===== src/rtl/core/mtni_pkg.sv =====
// Package for the markup tag nesting indenter: transaction types, run
// descriptor, character constants and prefix string tables.
// No dependencies.
`timescale 1ns / 1ps
`default_nettype none

package mtni_pkg;

    localparam int MAX_DEPTH   = 31;
    localparam int MAX_RESULTS = MAX_DEPTH + 8;
    localparam int DEPTH_W     = $clog2(MAX_DEPTH + 1) + 1;
    localparam int RUN_W       = $clog2(MAX_RESULTS + 1);
    localparam int QUEUE_DEPTH = 4;
    localparam int QPTR_W      = $clog2(QUEUE_DEPTH);

    localparam logic signed [DEPTH_W-1:0] DEPTH_HI    = DEPTH_W'(MAX_DEPTH);
    localparam logic signed [DEPTH_W-1:0] DEPTH_LO    = DEPTH_W'(-(MAX_DEPTH + 1));
    localparam logic signed [DEPTH_W-1:0] DEPTH_RESET = DEPTH_W'(-1);

    localparam logic [7:0] CH_LT    = 8'h3C;
    localparam logic [7:0] CH_GT    = 8'h3E;
    localparam logic [7:0] CH_SLASH = 8'h2F;
    localparam logic [7:0] CH_QUOTE = 8'h22;
    localparam logic [7:0] CH_BSL   = 8'h5C;
    localparam logic [7:0] CH_SP    = 8'h20;
    localparam logic [7:0] CH_NL    = 8'h0A;
    localparam logic [7:0] CH_TAB   = 8'h09;
    localparam logic [7:0] CH_CR    = 8'h0D;
    localparam logic [7:0] CH_MINUS = 8'h2D;
    localparam logic [7:0] CH_ZERO  = 8'h30;

    typedef struct packed {
        logic [7:0] in_byte;
        logic       end_of_stream;
    } in_item_t;

    typedef struct packed {
        logic [7:0] out_byte;
        logic       last_in_run;
    } out_item_t;

    typedef enum logic [1:0] {
        PFX_NONE    = 2'd0,
        PFX_TEXT    = 2'd1,
        PFX_COUNTER = 2'd2,
        PFX_BR      = 2'd3
    } prefix_t;

    // One output run: spaces, then a prefix string, then up to three tail bytes
    typedef struct packed {
        logic [RUN_W-1:0]   total;
        logic [DEPTH_W-1:0] spaces;
        prefix_t            prefix;
        logic [2:0][7:0]    tail;
    } run_desc_t;

    function automatic logic [3:0] prefix_len(input prefix_t sel);
        logic [3:0] len;
        unique case (sel)
            PFX_TEXT:    len = 4'd6;
            PFX_COUNTER: len = 4'd9;
            PFX_BR:      len = 4'd4;
            default:     len = 4'd0;
        endcase
        return len;
    endfunction

    function automatic logic [7:0] prefix_char(input prefix_t sel, input logic [3:0] idx);
        logic [7:0] ch;
        ch = CH_SP;
        unique case (sel)
            PFX_TEXT:
            begin
                unique case (idx)
                    4'd0:    ch = 8'h54;
                    4'd1:    ch = 8'h45;
                    4'd2:    ch = 8'h58;
                    4'd3:    ch = 8'h54;
                    4'd4:    ch = 8'h3A;
                    default: ch = CH_SP;
                endcase
            end
            PFX_COUNTER:
            begin
                unique case (idx)
                    4'd0:    ch = 8'h43;
                    4'd1:    ch = 8'h6F;
                    4'd2:    ch = 8'h75;
                    4'd3:    ch = 8'h6E;
                    4'd4:    ch = 8'h74;
                    4'd5:    ch = 8'h65;
                    4'd6:    ch = 8'h72;
                    4'd7:    ch = 8'h3A;
                    default: ch = CH_SP;
                endcase
            end
            PFX_BR:
            begin
                unique case (idx)
                    4'd0:    ch = CH_LT;
                    4'd1:    ch = 8'h42;
                    4'd2:    ch = 8'h52;
                    default: ch = CH_GT;
                endcase
            end
            default: ch = CH_SP;
        endcase
        return ch;
    endfunction

endpackage

`default_nettype wire


===== src/rtl/core/markup_tag_nesting_indenter_top.sv =====
// Markup tag nesting indenter, top level: front end, descriptor queue, back end.
// Depends on mtni_pkg, mtni_front, mtni_queue, mtni_back.
//
// Usage:
//  Input side is a queue write port: a transaction (in_data) is taken on a
//  rising edge with push high and full low. Each markup byte or end-of-stream
//  marker is parsed in that same cycle; the front end writes a run descriptor
//  into a four-entry queue. Results come out as a queue read port: out_data is
//  valid while empty is low and is taken on a rising edge with pop high.
//  A run's first byte passes the queue, the work register and the output register.
//  Throughput: the back end produces one listing byte per cycle while its
//  output register is empty or popped, and a run holds 1 to 39 bytes; inputs
//  that produce at most one byte then flow at one per cycle. The back end's byte
//  generator sets the rate; full rises when the queue holds four runs.
//  Reset clears the queue, the output valid flag, the parse phase (whitespace
//  skip) and the depth (-1). A stalled receiver holds out_data steady; the
//  queue then fills and full stops the sender.
`timescale 1ns / 1ps
`default_nettype none

module markup_tag_nesting_indenter_top (
    input  wire                  clk,
    input  wire                  rst_n,
    input  wire                  push,
    output logic                 full,
    input  mtni_pkg::in_item_t   in_data,
    output logic                 empty,
    input  wire                  pop,
    output mtni_pkg::out_item_t  out_data
);
    import mtni_pkg::*;

    logic       accept;
    logic       desc_valid;
    run_desc_t  desc;
    run_desc_t  q_data;
    logic       q_empty;
    logic       q_rd;

    assign accept = push && !full;

    mtni_front u_front (
        .clk        (clk),
        .rst_n      (rst_n),
        .accept     (accept),
        .in_data    (in_data),
        .desc_valid (desc_valid),
        .desc       (desc)
    );

    mtni_queue u_queue (
        .clk     (clk),
        .rst_n   (rst_n),
        .wr_en   (desc_valid),
        .wr_data (desc),
        .full    (full),
        .rd_en   (q_rd),
        .rd_data (q_data),
        .empty   (q_empty)
    );

    mtni_back u_back (
        .clk      (clk),
        .rst_n    (rst_n),
        .q_empty  (q_empty),
        .q_data   (q_data),
        .q_rd     (q_rd),
        .out_data (out_data),
        .empty    (empty),
        .pop      (pop)
    );

endmodule

`default_nettype wire


===== src/rtl/core/mtni_front.sv =====
// Front end: parses each input transaction, tracks phase and nesting depth,
// and emits one run descriptor per transaction that produces output. Uses mtni_pkg.
`timescale 1ns / 1ps
`default_nettype none

module mtni_front (
    input  wire                  clk,
    input  wire                  rst_n,
    input  wire                  accept,
    input  mtni_pkg::in_item_t   in_data,
    output logic                 desc_valid,
    output mtni_pkg::run_desc_t  desc
);
    import mtni_pkg::*;

    typedef enum logic [8:0] {
        PH_SKIP  = 9'b000000001,
        PH_TEXT  = 9'b000000010,
        PH_OPEN  = 9'b000000100,
        PH_CLOSE = 9'b000001000,
        PH_TAG   = 9'b000010000,
        PH_SLASH = 9'b000100000,
        PH_QUOTE = 9'b001000000,
        PH_QBS   = 9'b010000000,
        PH_QESC  = 9'b100000000
    } phase_t;

    phase_t                     phase_reg, phase_next;
    logic signed [DEPTH_W-1:0]  depth_reg, depth_next;

    logic [7:0]                 c;
    logic signed [DEPTH_W-1:0]  depth_up, depth_dn;
    logic signed [DEPTH_W:0]    text_sp;
    logic [DEPTH_W-1:0]         text_spaces, open_spaces;

    phase_t                     tag_phase;
    logic [7:0]                 tag_b;
    logic                       tag_put;

    logic [DEPTH_W-1:0]         mag;
    logic [7:0]                 mag8, tens, ones;

    logic [DEPTH_W-1:0]         d_spaces;
    prefix_t                    d_prefix;
    logic [2:0][7:0]            d_tail;
    logic [1:0]                 d_cnt;
    logic [RUN_W-1:0]           d_total;

    assign c = in_data.in_byte;

    always_comb
    begin
        depth_up    = (depth_reg < DEPTH_HI) ? depth_reg + DEPTH_W'(1) : depth_reg;
        depth_dn    = (depth_reg > DEPTH_LO) ? depth_reg - DEPTH_W'(1) : depth_reg;
        text_sp     = {depth_reg[DEPTH_W-1], depth_reg} + (DEPTH_W+1)'(1);
        text_spaces = (text_sp > 0) ? text_sp[DEPTH_W-1:0] : '0;
        open_spaces = (depth_up > 0) ? depth_up : '0;
    end

    // Byte inside an opening tag, outside any string
    always_comb
    begin
        tag_phase = PH_TAG;
        tag_b     = c;
        tag_put   = 1'b1;
        priority if (c == CH_SLASH)
        begin
            tag_phase = PH_SLASH;
            tag_put   = 1'b0;
        end
        else if (c == CH_QUOTE)
        begin
            tag_phase = PH_QUOTE;
        end
        else if (c == CH_GT)
        begin
            tag_phase = PH_SKIP;
            tag_b     = CH_NL;
        end
        else
        begin
            tag_phase = PH_TAG;
        end
    end

    always_comb
    begin
        mag  = depth_reg[DEPTH_W-1] ? DEPTH_W'(-depth_reg) : depth_reg;
        mag8 = 8'(mag);
        tens = 8'd0;
        ones = mag8;
        for (int k = 1; k <= 5; k++)
        begin
            if (mag8 >= 8'(10 * k))
            begin
                tens = 8'(k);
                ones = mag8 - 8'(10 * k);
            end
        end
    end

    always_comb
    begin
        phase_next = phase_reg;
        depth_next = depth_reg;
        d_spaces   = '0;
        d_prefix   = PFX_NONE;
        d_tail     = '0;
        d_cnt      = 2'd0;

        if (in_data.end_of_stream)
        begin
            phase_next = PH_SKIP;
            depth_next = DEPTH_RESET;
            d_prefix   = PFX_COUNTER;
            priority if (depth_reg[DEPTH_W-1] && tens != 8'd0)
            begin
                d_tail = {CH_ZERO + ones, CH_ZERO + tens, CH_MINUS};
                d_cnt  = 2'd3;
            end
            else if (depth_reg[DEPTH_W-1])
            begin
                d_tail = {8'd0, CH_ZERO + ones, CH_MINUS};
                d_cnt  = 2'd2;
            end
            else if (tens != 8'd0)
            begin
                d_tail = {8'd0, CH_ZERO + ones, CH_ZERO + tens};
                d_cnt  = 2'd2;
            end
            else
            begin
                d_tail = {16'd0, CH_ZERO + ones};
                d_cnt  = 2'd1;
            end
        end
        else
        begin
            unique case (phase_reg)
                PH_TEXT:
                begin
                    priority if (c == CH_LT)
                    begin
                        d_tail[0]  = CH_NL;
                        d_cnt      = 2'd1;
                        phase_next = PH_OPEN;
                    end
                    else if (c == CH_NL)
                    begin
                        d_prefix = PFX_BR;
                    end
                    else
                    begin
                        d_tail[0] = c;
                        d_cnt     = 2'd1;
                    end
                end
                PH_OPEN:
                begin
                    if (c == CH_SLASH)
                    begin
                        depth_next = depth_dn;
                        phase_next = PH_CLOSE;
                    end
                    else
                    begin
                        depth_next = depth_up;
                        d_spaces   = open_spaces;
                        d_tail[0]  = tag_b;
                        d_cnt      = {1'b0, tag_put};
                        phase_next = tag_phase;
                    end
                end
                PH_CLOSE:
                begin
                    if (c == CH_GT)
                        phase_next = PH_SKIP;
                end
                PH_TAG:
                begin
                    d_tail[0]  = tag_b;
                    d_cnt      = {1'b0, tag_put};
                    phase_next = tag_phase;
                end
                PH_SLASH:
                begin
                    if (c == CH_GT)
                    begin
                        depth_next = depth_dn;
                        d_tail[0]  = CH_NL;
                        d_cnt      = 2'd1;
                        phase_next = PH_SKIP;
                    end
                    else
                    begin
                        d_tail[0]  = CH_SLASH;
                        d_tail[1]  = c;
                        d_cnt      = 2'd2;
                        phase_next = PH_TAG;
                    end
                end
                PH_QUOTE:
                begin
                    d_tail[0] = c;
                    d_cnt     = 2'd1;
                    priority if (c == CH_BSL)
                        phase_next = PH_QBS;
                    else if (c == CH_QUOTE)
                        phase_next = PH_TAG;
                    else
                        phase_next = PH_QUOTE;
                end
                PH_QBS:
                begin
                    d_tail[0]  = c;
                    d_cnt      = 2'd1;
                    phase_next = (c == CH_QUOTE) ? PH_QESC : PH_QUOTE;
                end
                PH_QESC:
                begin
                    d_tail[0]  = c;
                    d_cnt      = 2'd1;
                    phase_next = (c == CH_QUOTE) ? PH_TAG : PH_QUOTE;
                end
                default:
                begin
                    priority if (c == CH_SP || c == CH_NL || c == CH_TAB || c == CH_CR)
                    begin
                        phase_next = PH_SKIP;
                    end
                    else if (c == CH_LT)
                    begin
                        phase_next = PH_OPEN;
                    end
                    else
                    begin
                        d_spaces   = text_spaces;
                        d_prefix   = PFX_TEXT;
                        d_tail[0]  = c;
                        d_cnt      = 2'd1;
                        phase_next = PH_TEXT;
                    end
                end
            endcase
        end

        d_total = RUN_W'(d_spaces) + RUN_W'(prefix_len(d_prefix)) + RUN_W'(d_cnt);
    end

    always_ff @(posedge clk or negedge rst_n)
    begin
        if (!rst_n)
        begin
            phase_reg <= PH_SKIP;
            depth_reg <= DEPTH_RESET;
        end
        else if (accept)
        begin
            phase_reg <= phase_next;
            depth_reg <= depth_next;
        end
    end

    assign desc_valid  = accept && (d_total != '0);
    assign desc.total  = d_total;
    assign desc.spaces = d_spaces;
    assign desc.prefix = d_prefix;
    assign desc.tail   = d_tail;

endmodule

`default_nettype wire


===== src/rtl/core/mtni_queue.sv =====
// Short descriptor queue between the front and back ends.
// Uses mtni_pkg.
`timescale 1ns / 1ps
`default_nettype none

module mtni_queue (
    input  wire                  clk,
    input  wire                  rst_n,
    input  wire                  wr_en,
    input  mtni_pkg::run_desc_t  wr_data,
    output logic                 full,
    input  wire                  rd_en,
    output mtni_pkg::run_desc_t  rd_data,
    output logic                 empty
);
    import mtni_pkg::*;

    run_desc_t           mem_reg [QUEUE_DEPTH];
    logic [QPTR_W-1:0]   wr_ptr_reg, rd_ptr_reg;
    logic [QPTR_W:0]     count_reg, count_next;

    assign full    = (count_reg == (QPTR_W+1)'(QUEUE_DEPTH));
    assign empty   = (count_reg == '0);
    assign rd_data = mem_reg[rd_ptr_reg];

    always_comb
    begin
        count_next = count_reg;
        if (wr_en && !(rd_en && !empty))
            count_next = count_reg + (QPTR_W+1)'(1);
        else if (!wr_en && rd_en && !empty)
            count_next = count_reg - (QPTR_W+1)'(1);
    end

    always_ff @(posedge clk)
    begin
        if (wr_en)
            mem_reg[wr_ptr_reg] <= wr_data;
    end

    always_ff @(posedge clk or negedge rst_n)
    begin
        if (!rst_n)
        begin
            wr_ptr_reg <= '0;
            rd_ptr_reg <= '0;
            count_reg  <= '0;
        end
        else
        begin
            if (wr_en)
                wr_ptr_reg <= wr_ptr_reg + QPTR_W'(1);
            if (rd_en && !empty)
                rd_ptr_reg <= rd_ptr_reg + QPTR_W'(1);
            count_reg <= count_next;
        end
    end

endmodule

`default_nettype wire


===== src/rtl/core/mtni_back.sv =====
// Back end: expands run descriptors into listing bytes in an output register,
// one per cycle while that register is empty or popped. Uses mtni_pkg.
`timescale 1ns / 1ps
`default_nettype none

module mtni_back (
    input  wire                  clk,
    input  wire                  rst_n,
    input  wire                  q_empty,
    input  mtni_pkg::run_desc_t  q_data,
    output logic                 q_rd,
    output mtni_pkg::out_item_t  out_data,
    output logic                 empty,
    input  wire                  pop
);
    import mtni_pkg::*;

    logic             work_valid_reg;
    run_desc_t        work_reg, work_next;
    logic [3:0]       pidx_reg, pidx_next;
    logic             out_valid_reg;
    out_item_t        out_reg;

    logic             step, last, load;
    logic [7:0]       cur_byte;

    assign step = work_valid_reg && (!out_valid_reg || pop);
    assign last = (work_reg.total == RUN_W'(1));
    assign load = !q_empty && (!work_valid_reg || (step && last));
    assign q_rd = load;

    always_comb
    begin
        work_next       = work_reg;
        pidx_next       = pidx_reg;
        work_next.total = work_reg.total - RUN_W'(1);
        priority if (work_reg.spaces != '0)
        begin
            cur_byte         = CH_SP;
            work_next.spaces = work_reg.spaces - DEPTH_W'(1);
        end
        else if (work_reg.prefix != PFX_NONE)
        begin
            cur_byte = prefix_char(work_reg.prefix, pidx_reg);
            if (pidx_reg == prefix_len(work_reg.prefix) - 4'd1)
            begin
                work_next.prefix = PFX_NONE;
                pidx_next        = 4'd0;
            end
            else
            begin
                pidx_next = pidx_reg + 4'd1;
            end
        end
        else
        begin
            cur_byte       = work_reg.tail[0];
            work_next.tail = {8'd0, work_reg.tail[2:1]};
        end
    end

    always_ff @(posedge clk)
    begin
        if (load)
            work_reg <= q_data;
        else if (step)
            work_reg <= work_next;
        if (step)
        begin
            out_reg.out_byte    <= cur_byte;
            out_reg.last_in_run <= last;
        end
    end

    always_ff @(posedge clk or negedge rst_n)
    begin
        if (!rst_n)
        begin
            work_valid_reg <= 1'b0;
            out_valid_reg  <= 1'b0;
            pidx_reg       <= 4'd0;
        end
        else
        begin
            if (load)
                work_valid_reg <= 1'b1;
            else if (step && last)
                work_valid_reg <= 1'b0;

            if (load)
                pidx_reg <= 4'd0;
            else if (step)
                pidx_reg <= pidx_next;

            if (step)
                out_valid_reg <= 1'b1;
            else if (pop)
                out_valid_reg <= 1'b0;
        end
    end

    assign out_data = out_reg;
    assign empty    = !out_valid_reg;

endmodule

`default_nettype wire


===== config.mk =====
export PLATFORM = sky130hd
export DESIGN_NAME = markup_tag_nesting_indenter_top
export DESIGN_NICKNAME = d
export VERILOG_FILES = /design/src/rtl/core/mtni_pkg.sv /design/src/rtl/core/markup_tag_nesting_indenter_top.sv /design/src/rtl/core/mtni_front.sv /design/src/rtl/core/mtni_queue.sv /design/src/rtl/core/mtni_back.sv
export SDC_FILE = /design/constraint.sdc
export NUM_CORES = 1
export LEC_CHECK = 0
export ABC_AREA = 1
export BUFFER_PORTS_ARGS = -buffer_cell sky130_fd_sc_hd__buf_2
export CAP_MARGIN = 30
export CORE_MARGIN = 2
export CORE_UTILIZATION = 68
export DETAILED_ROUTE_END_ITERATION = 16
export PLACE_DENSITY = 0.85
export SYNTH_ARGS = -nofsm -noshare
export SYNTH_HDL_FRONTEND = slang
export SYNTH_SLANG_ARGS = --single-unit
export TNS_END_PERCENT = 50

===== constraint.sdc =====
create_clock -name clk -period 11.6 [get_ports clk]
set_input_delay 0.58 -clock clk [delete_from_list [all_inputs] [get_ports clk]]
set_output_delay 0.58 -clock clk [all_outputs]
set_load 0.05 [all_outputs]

======== After elaboration in Yosys (flattened, before gate mapping) ========
Memory sizes are Yosys's and may differ from the RTL's.
Index checks and enable logic that the tools add are counted.
storage, ports and cells
  output and inout port bits .............. 11
  memories kept ........................... 2
  memory bits (read-only) ................. 56
  bits in registers ....................... 75
  input bits .............................. 13
  RAM bits ................................ 152
memories
  memory           depth  width  rd ports  clocked after Yosys merged registers in  write ports  RTL line          source
  u_queue.mem_reg  4      38     1         0                                        1            mtni_queue.sv:18  run_desc_t mem_reg [QUEUE_DEPTH];
  (no name shown)  8      7      1         0                                        0            mtni_pkg.sv:85    unique case (idx)
cells by class
  reductions and logical operators ........ 45
  $lt $le $gt $ge ......................... 9
  multiplexer cells ....................... 99
  equal/unequal tests ..................... 35
  $add $sub $neg .......................... 21
operator list
  cell                                                 number
  2-to-1 mux 8 bit                                     18
  2-to-1 mux 6 bit                                     14
  2-to-1 mux 9 bit                                     9
  2-to-1 mux 38 bit                                    2
  case mux 9 bit (8 select lines)                      1
  2-to-1 mux 16 bit                                    3
  2-to-1 mux 24 bit                                    2
  case mux 8 bit (6 select lines)                      1
  == test 8 x 6 -> 1 bit, second input constant        5
  2-to-1 mux 2 bit                                     14
  2-to-1 mux 4 bit                                     7
  case mux 7 bit (4 select lines)                      1
  2-to-1 mux 26 bit                                    1
  == test 8 x 4 -> 1 bit, second input constant        3
  case mux 4 bit (3 select lines)                      2
  case mux 6 bit (2 select lines)                      2
  case mux 8 bit (3 select lines)                      1
  case mux 7 bit (3 select lines)                      1
  nonzero test 2 bit                                   8
  2-to-1 mux 3 bit                                     5
  OR reduction 7 bit                                   2
  subtractor 6 x 5 -> 7 bit, second input constant     2
  subtractor 6 x 6 -> 7 bit, second input constant     2
  >= comparator 6 x 5 -> 1 bit, second input constant  2
  other kinds (58)                                     101

======== Longest topological paths before layout ========
Gate-level depths: netlist (run 1).
  depth in word-level cells ............... 21
  depth in mapped cells ................... 35

======== Hierarchy ========
A second synthesis (run 1) with hierarchy kept.
second synthesis, totals
  cell total of the unflattened synthesis .. 1,324
  area, all modules ....................... 12,386.9 sq um
by module, submodules not included
  module                           cells an instance  times used  area an instance (sq um)  sequential area each (sq um)
  mtni_queue                       423                1           6,043.3                   4,739.5
  mtni_front                       555                1           3,295.7                   384.1
  mtni_back                        344                1           3,037.9                   1,561.5
  markup_tag_nesting_indenter_top  2                  1           10.0                      0.0

======== Worst setup path before layout (run 1) ========
OpenSTA, ideal clock, no wires.
  path kind ............................... register to register
  from .................................... reg u_front.depth_reg[0]
  to ...................................... mem u_queue.mem_reg[0][0] (netlist name), enable pin
  arrival ................................. 5,842 ps
  data required time ...................... 11,167 ps
  stages on the path, launching flop included .. 31
  path slack .............................. 5,324 ps
  path through ............................ dfstp_2 inv_1 buf_2 ha_1 inv_1 nand2_1 nand2_1 nand2_1 nand2_2 ha_1 inv_1 nand2_2 nand2_2 a21oi_4 nand2_4 nor3_4 inv_2 ha_1 nand2_1 o31ai_1 fa_1 inv_1 ha_1 fa_1 xor2_1 nor3_1 nand2_1 nor2_1 nand3_2 nand2_4 nor2_1
RTL lines
  item                    RTL line           source
  start, declared         mtni_front.sv:29   logic signed [DEPTH_W-1:0] depth_reg, depth_next;
  start signal, assigned  mtni_front.sv:260  depth_reg <= depth_next;
  end, declared           mtni_queue.sv:18

==> results.py, run 1 <==
metrics = {
    "timing": {
        "fmax_mhz": 167.9,
        "drv_slew": 0,
        "skew_ps": 11.86,
        "setup_ws_ps": 5644,
        "fin_setup_tns_ps": 0,
        "period_minus_slack_ps": 5956,
        "layout_worst_path_cycle_share_pct": 51.34,
        "setup_viol": 0,
        "rsz0062_at_grt": "no",
        "maxSlewHeadroom_pct": 40.04,
        "worst_pin_slew_ps": 894.0,
        "hold_viol": 0,
    },
    "power_and_ir_drop": {
        "p_leak_nw": 5.231,
        "powerDensity_nw_per_um2": 303.9,
        "irDropWorstVdd_mv": 0.2073,
    },
    "global_routing": {
        "grt_max_degree": 78,
        "grt_first_pass_wirelength_um": 45660,
        "antenna_found_initial": 0,
        "grt-ovfl-total": 0,
        "grt_pass1_vias": 8991,
        "grt_usage_pct": 31.63,
    },
    "drt": {
        "via_count": 9344,
        "drt_pass1_iterations": 5,
        "initialDrtViolationCount": 1017,
        "drt_wl_total_um": 29060,
        "wl_per_cell_um": 19.37,
        "drc": 0,
        "avgViaCountPerCell": 6.229,
        "ant_nets": 0,
    },
    "worst_setup_path": {
        "cp.depth": 30,
        "crit_top_cell": "nand2_1",
        "slowest_stage": "dfstp_2",
        "arrival_ps": 6160,
        "crit_start": "u_front.depth_reg[0]",
        "timing.rr.end": "u_queue.mem_reg[0][3]",
        "cpPeakStageDelay_ps": 560,
        "critPathCaptureType": "flip-flop",
        "critPathBufInv": 6,
        "path_class": "reg -> reg",
        "cp-start-kind": "flip-flop",
        "endpoint": "u_queue.mem_reg[0][3]",
        "reg2reg_from": "u_front.depth_reg[0]",
        "reg2reg_depth": 30,
        "rrSetupSlack_ps": 5640,
        "cp.required_ps": 11800,
        "path_max_fanout": 23,
        "critPathTopFamily": "simple AND/OR/NAND/NOR gates",
    },
    "die": {
        "start_util_pct": 69.42,
        "coreArea_um2": 17240,
        "io_pins": 24,
        "rows": 48,
        "die_y_um": 136.7,
        "fp.dieArea_um2": 18670,
        "die_w_um": 136.7,
    },
    "synthesis": {
        "synth_seq_area_share_pct": 55.87,
        "synth_top_area_cell": "edfxtp_1",
        "synth_ff_type": "edfxtp_1",
        "synth_edf_count": 199,
        "async_flop_share_pct": 12.33,
        "synth.distinct_cells": 56,
        "syn_inst": 1244,
        "syn-cell-area_um2": 11970,
        "synth_warnings": 0,
        "synth_nets": 1298,
        "synthTopCellsByArea": "edfxtp_1, nor2_1, nand2_1, o21ai_0, dfrtp_1",
        "netlist.area_leader.share_pct": 49.94,
        "avgSynthCellArea_um2": 9.618,
        "synth-seq-cells": 227,
    },
    "clocking": {
        "cts_tree": "done",
        "cts_root_buf": "clkbuf_16",
        "cts_hold_buf": 0,
        "worst_skew_pair.late_latency_ps": 510,
        "post_cts_buffers": 0,
        "clockBufferDepth": 3,
        "cts_buffers": 23,
        "clock_sinks": 227,
        "cts_resized": 0,
        "cts_max_level": 1,
        "clkSlewWorstSetupHoldPaths_ps": 60,
    },
    "finish": {
        "most-common-layout-cells": "nor2_1, edfxtp_1, nand2_1, o21ai_0, inv_1",
        "diodes": 0,
        "layout_commonest_cell": "nor2_1",
        "largest_reg_flops": 152,
        "finalNetCount": 1313,
        "final_area_um2": 13060,
        "fillerInstances": 1114,
        "drive_above_1_share_pct": 12.78,
        "area_growth_pct": 9.129,
    },
    "place": {
        "portBuffers": 23,
        "pre_cts_ws_ps": 5687,
        "post-dp-hpwl_um": 19300,
        "dpl_cell_area_um2": 12320,
        "place.gp.congestion": 0.9885,
    },
    "worst_hold_path": {
        "holdCritPathClass": "in -> async",
    },
    "outcome": {
        "status": "finished, final reports clean",
    },
    "run": {
        "max_cap_violations": 0,
    },
}
power by group:
part           leakage [nW]  total [mW]  internal [mW]  switching (mW)
logic                  2.66        1.81          0.513            1.30
clock network         0.366       0.724          0.423           0.301
registers              2.20        1.44           1.33           0.106
cell type report:
class	count	area, µm²	area share [%]
tap	225	281.5	2.156
clock inverter	12	116.4	0.8912
sequential	227	6686	51.21
timing repair buffer	34	217.7	1.667
clock buffer	29	618.1	4.734
inverter	123	466.7	3.574
multi-input combinational	850	4671	35.77
routing by layer:
layer,GRT usage [%],vias up,share of wire [%]
met3,4.222,68,8.9
met2,54.97,545,50
met5,0,-,0
met4,10.94,0,2.5
li1,-,4343,-
met1,41.03,4388,38
worst min-delay path by stage:
stage / start / endpoint / slack, ps / depth (start not counted)
2_1_floorplan: rst_n / u_back.out_valid_reg / 280 / 0
3_3_place_gp: u_queue.count_reg[2] / u_queue.count_reg[2] / 450 / 2
3_5_place_dp: u_queue.count_reg[2] / u_queue.count_reg[2] / 460 / 2
4_1_cts: rst_n / u_queue.count_reg[2] / 130 / 1
5_1_grt: rst_n / u_queue.count_reg[2] / 170 / 1
6_report: rst_n / u_queue.count_reg[2] / 120 / 1
stage by stage:
stage               instances  hold WS [ps]  utilization [%]  total power, mW
floorplan                1244         284.4                -            2.714
global placement         1458         452.3            71.33            3.124
detailed placement       1459         461.4            71.49            3.197
CTS                      1500         129.3            75.75            3.939
global route             1500         170.8            75.75            4.186
finish                   1500         117.3            75.75            3.969
logic make-up after synthesis:
kind of cell,Yosys count,synth area share (%)
buf+inv,167,5.458
simple gates,533,20.18
flops,227,55.87
xor+xnor,20,1.464
compound gates,256,12.49
fa+ha+maj,41,4.538
Yosys cell counts (all sizes together), types with 2 or more instances:
master and count:
edfxtp 199, nor2 246, or2 3, o32ai 4, dfrtp 21, a21o 2, a22oi 6, o31ai 8
and3 2, fa 4, buf 14, o21ai 132, clkbuf 30, a21oi 37, nand3 57, ha 37
xor2 15, a32oi 3, dfstp 7, inv 121, xnor2 5, o221ai 2, nand2 183, o22ai 17
o211ai 9, clkinv 2, nand4 18, a211oi 4, nor4 4, nor3 19, a31oi 25
Power figures use the tool's default switching activity.
==> run 2: changes to the inputs <==
CORE_UTILIZATION = 57   (was 68)
PLACE_DENSITY = 0.76   (was 0.85)
clock period = 5.4 ns   (was 11.6 ns; I/O delays follow)
==> run 2 against run 1 <==
  * Maximum frequency grew 19%
  * Sequential share of layout area fell by 1.5 points
  * Cell count increased by 6.5%
  * Total power up 120%
  * Critical path type unchanged
  * Critical endpoint is now u_queue.count_reg[1]
  * Largest cell class unchanged
  * Non-clock buffer count increased by 45
  * Clock-buffer cell count grew 3
  * Sequential power grew 110%
  * Combinational power rose by 130%
  * Register-to-register slack got worse by 5200 ps
  * Final area rose by 3.1%
==> results.py, run 2 (synthesis results as in run 1) <==
metrics = {
    "outcome": {
        "status": "finished, final reports clean",
    },
    "global_routing": {
        "antenna_found_initial": 0,
        "grt_usage_pct": 25.70,
        "grt-ovfl-total": 0,
        "grt_first_pass_wirelength_um": 45020,
        "grt_max_degree": 78,
        "grt_pass1_vias": 8978,
    },
    "clocking": {
        "cts_buffers": 24,
        "clkSlewWorstSetupHoldPaths_ps": 60,
        "cts_hold_buf": 2,
        "clock_sinks": 227,
        "cts_resized": 0,
        "cts_max_level": 1,
        "cts_tree": "done",
        "clockBufferDepth": 3,
        "post_cts_buffers": 0,
        "cts_root_buf": "clkbuf_16",
        "worst_skew_pair.late_latency_ps": 520,
    },
    "drt": {
        "via_count": 9204,
        "drt_wl_total_um": 28200,
        "wl_per_cell_um": 17.66,
        "initialDrtViolationCount": 809,
        "ant_nets": 0,
        "drc": 0,
        "avgViaCountPerCell": 5.763,
        "drt_pass1_iterations": 5,
    },
    "die": {
        "fp.dieArea_um2": 22170,
        "start_util_pct": 57.46,
        "coreArea_um2": 20820,
        "die_w_um": 148.9,
        "rows": 53,
        "io_pins": 24,
        "die_y_um": 148.9,
    },
    "worst_setup_path": {
        "critPathTopFamily": "adder cells",
        "arrival_ps": 5400,
        "critPathCaptureType": "flip-flop",
        "slowest_stage": "dfstp_2",
        "critPathBufInv": 6,
        "cpPeakStageDelay_ps": 520,
        "path_class": "reg -> reg",
        "crit_top_cell": "nand2_1",
        "cp.required_ps": 5800,
        "cp-start-kind": "flip-flop",
        "path_max_fanout": 4,
    },
    "run": {
        "max_cap_violations": 0,
    },
    "finish": {
        "drive_above_1_share_pct": 15.36,
        "finalNonFillerCells": 1597,
        "fillerInstances": 1643,
        "area_growth_pct": 12.47,
        "largest_reg_flops": 152,
        "layout_commonest_cell": "nor2_1",
        "most-common-layout-cells": "nor2_1, edfxtp_1, nand2_1, o21ai_0, inv_1",
        "finalNetCount": 1359,
        "diodes": 0,
    },
    "timing": {
        "layout_worst_path_cycle_share_pct": 92.58,
        "drv_slew": 0,
        "worst_pin_slew_ps": 886.3,
        "period_minus_slack_ps": 4999,
        "skew_ps": 13.30,
        "hold_viol": 0,
        "setup_ws_ps": 400.9,
        "rsz0062_at_grt": "no",
        "setup_viol": 0,
        "maxSlewHeadroom_pct": 40.29,
        "fmax_mhz": 200.0,
    },
    "place": {
        "portBuffers": 23,
        "dp_cells": 1552,
        "post-dp-hpwl_um": 19600,
        "pre_cts_ws_ps": 385.9,
        "place.gp.congestion": 0.9670,
    },
    "power_and_ir_drop": {
        "power_mw": 8.701,
        "p_leak_nw": 5.424,
        "powerDensity_nw_per_um2": 646.6,
        "irDropWorstVdd_mv": 0.4351,
    },
    "worst_hold_path": {
        "holdCritPathClass": "in -> reg",
    },
}
[run 2: layout make-up]
type,count,area [µm²],area share [%]
Tap cell,275,344.1,2.557
Multi-Input combinational cell,850,4671,34.71
Inverter,123,466.7,3.468
Timing Repair Buffer,79,590.6,4.389
Clock buffer,32,630.6,4.686
Sequential cell,227,6686,49.69
Clock inverter,11,67.56,0.5021
[run 2: worst reg2reg max path, delay by kind of cell (launching register included)]
family / cells / cell delay [ps]
fa+ha+maj: 7 / 2150
simple gates: 15 / 1420
buf+inv: 6 / 520
flops: 1 / 520
compound gates: 3 / 280
[run 2: final timing paths]
check | endpoint | startpoint | cells after the start | slack (ps)
min in group asynchronous | u_back.pidx_reg[0] | rst_n | 2 | 340
min | u_front.phase_reg[7] | in_data[7] | 3 | 180
max | u_queue.count_reg[1] | u_front.depth_reg[0] | 31 | 400
min reg2reg | u_queue.count_reg[2] | u_queue.count_reg[2] | 2 | 470
max in group asynchronous | u_queue.rd_ptr_reg[0] | rst_n | 2 | 4570
max reg2reg | u_queue.count_reg[1] | u_front.depth_reg[0] | 31 | 400
[run 2: per-stage QoR]
step	setup TNS (ps)	util (%)	instance area (µm²)	hold slack [ps]
3_5_place_dp	0	61.18	12740	353.3
5_1_grt	0	64.63	13460	187.2
4_1_cts	0	64.63	13460	162.1
2_1_floorplan	-38070	-	11980	-25.59
6_report	0	64.63	13460	177.4
3_3_place_gp	0	60.89	12680	355.5
[run 2: report_power, final]
part	internal (mW)	switching [mW]	total, mW
combinational	1.37	2.77	4.14
sequential	2.85	0.239	3.09
clock	0.822	0.653	1.48
total	5.04	3.66	8.70
[run 2: layer usage]
layer	part of all wire (%)	wire [µm]	global-route usage, %
met3	7.0	1988	4.098
met4	3.9	1098	10.86
met2	48	13610	43.11
met1	41	11500	33.42
met5	0	0	0
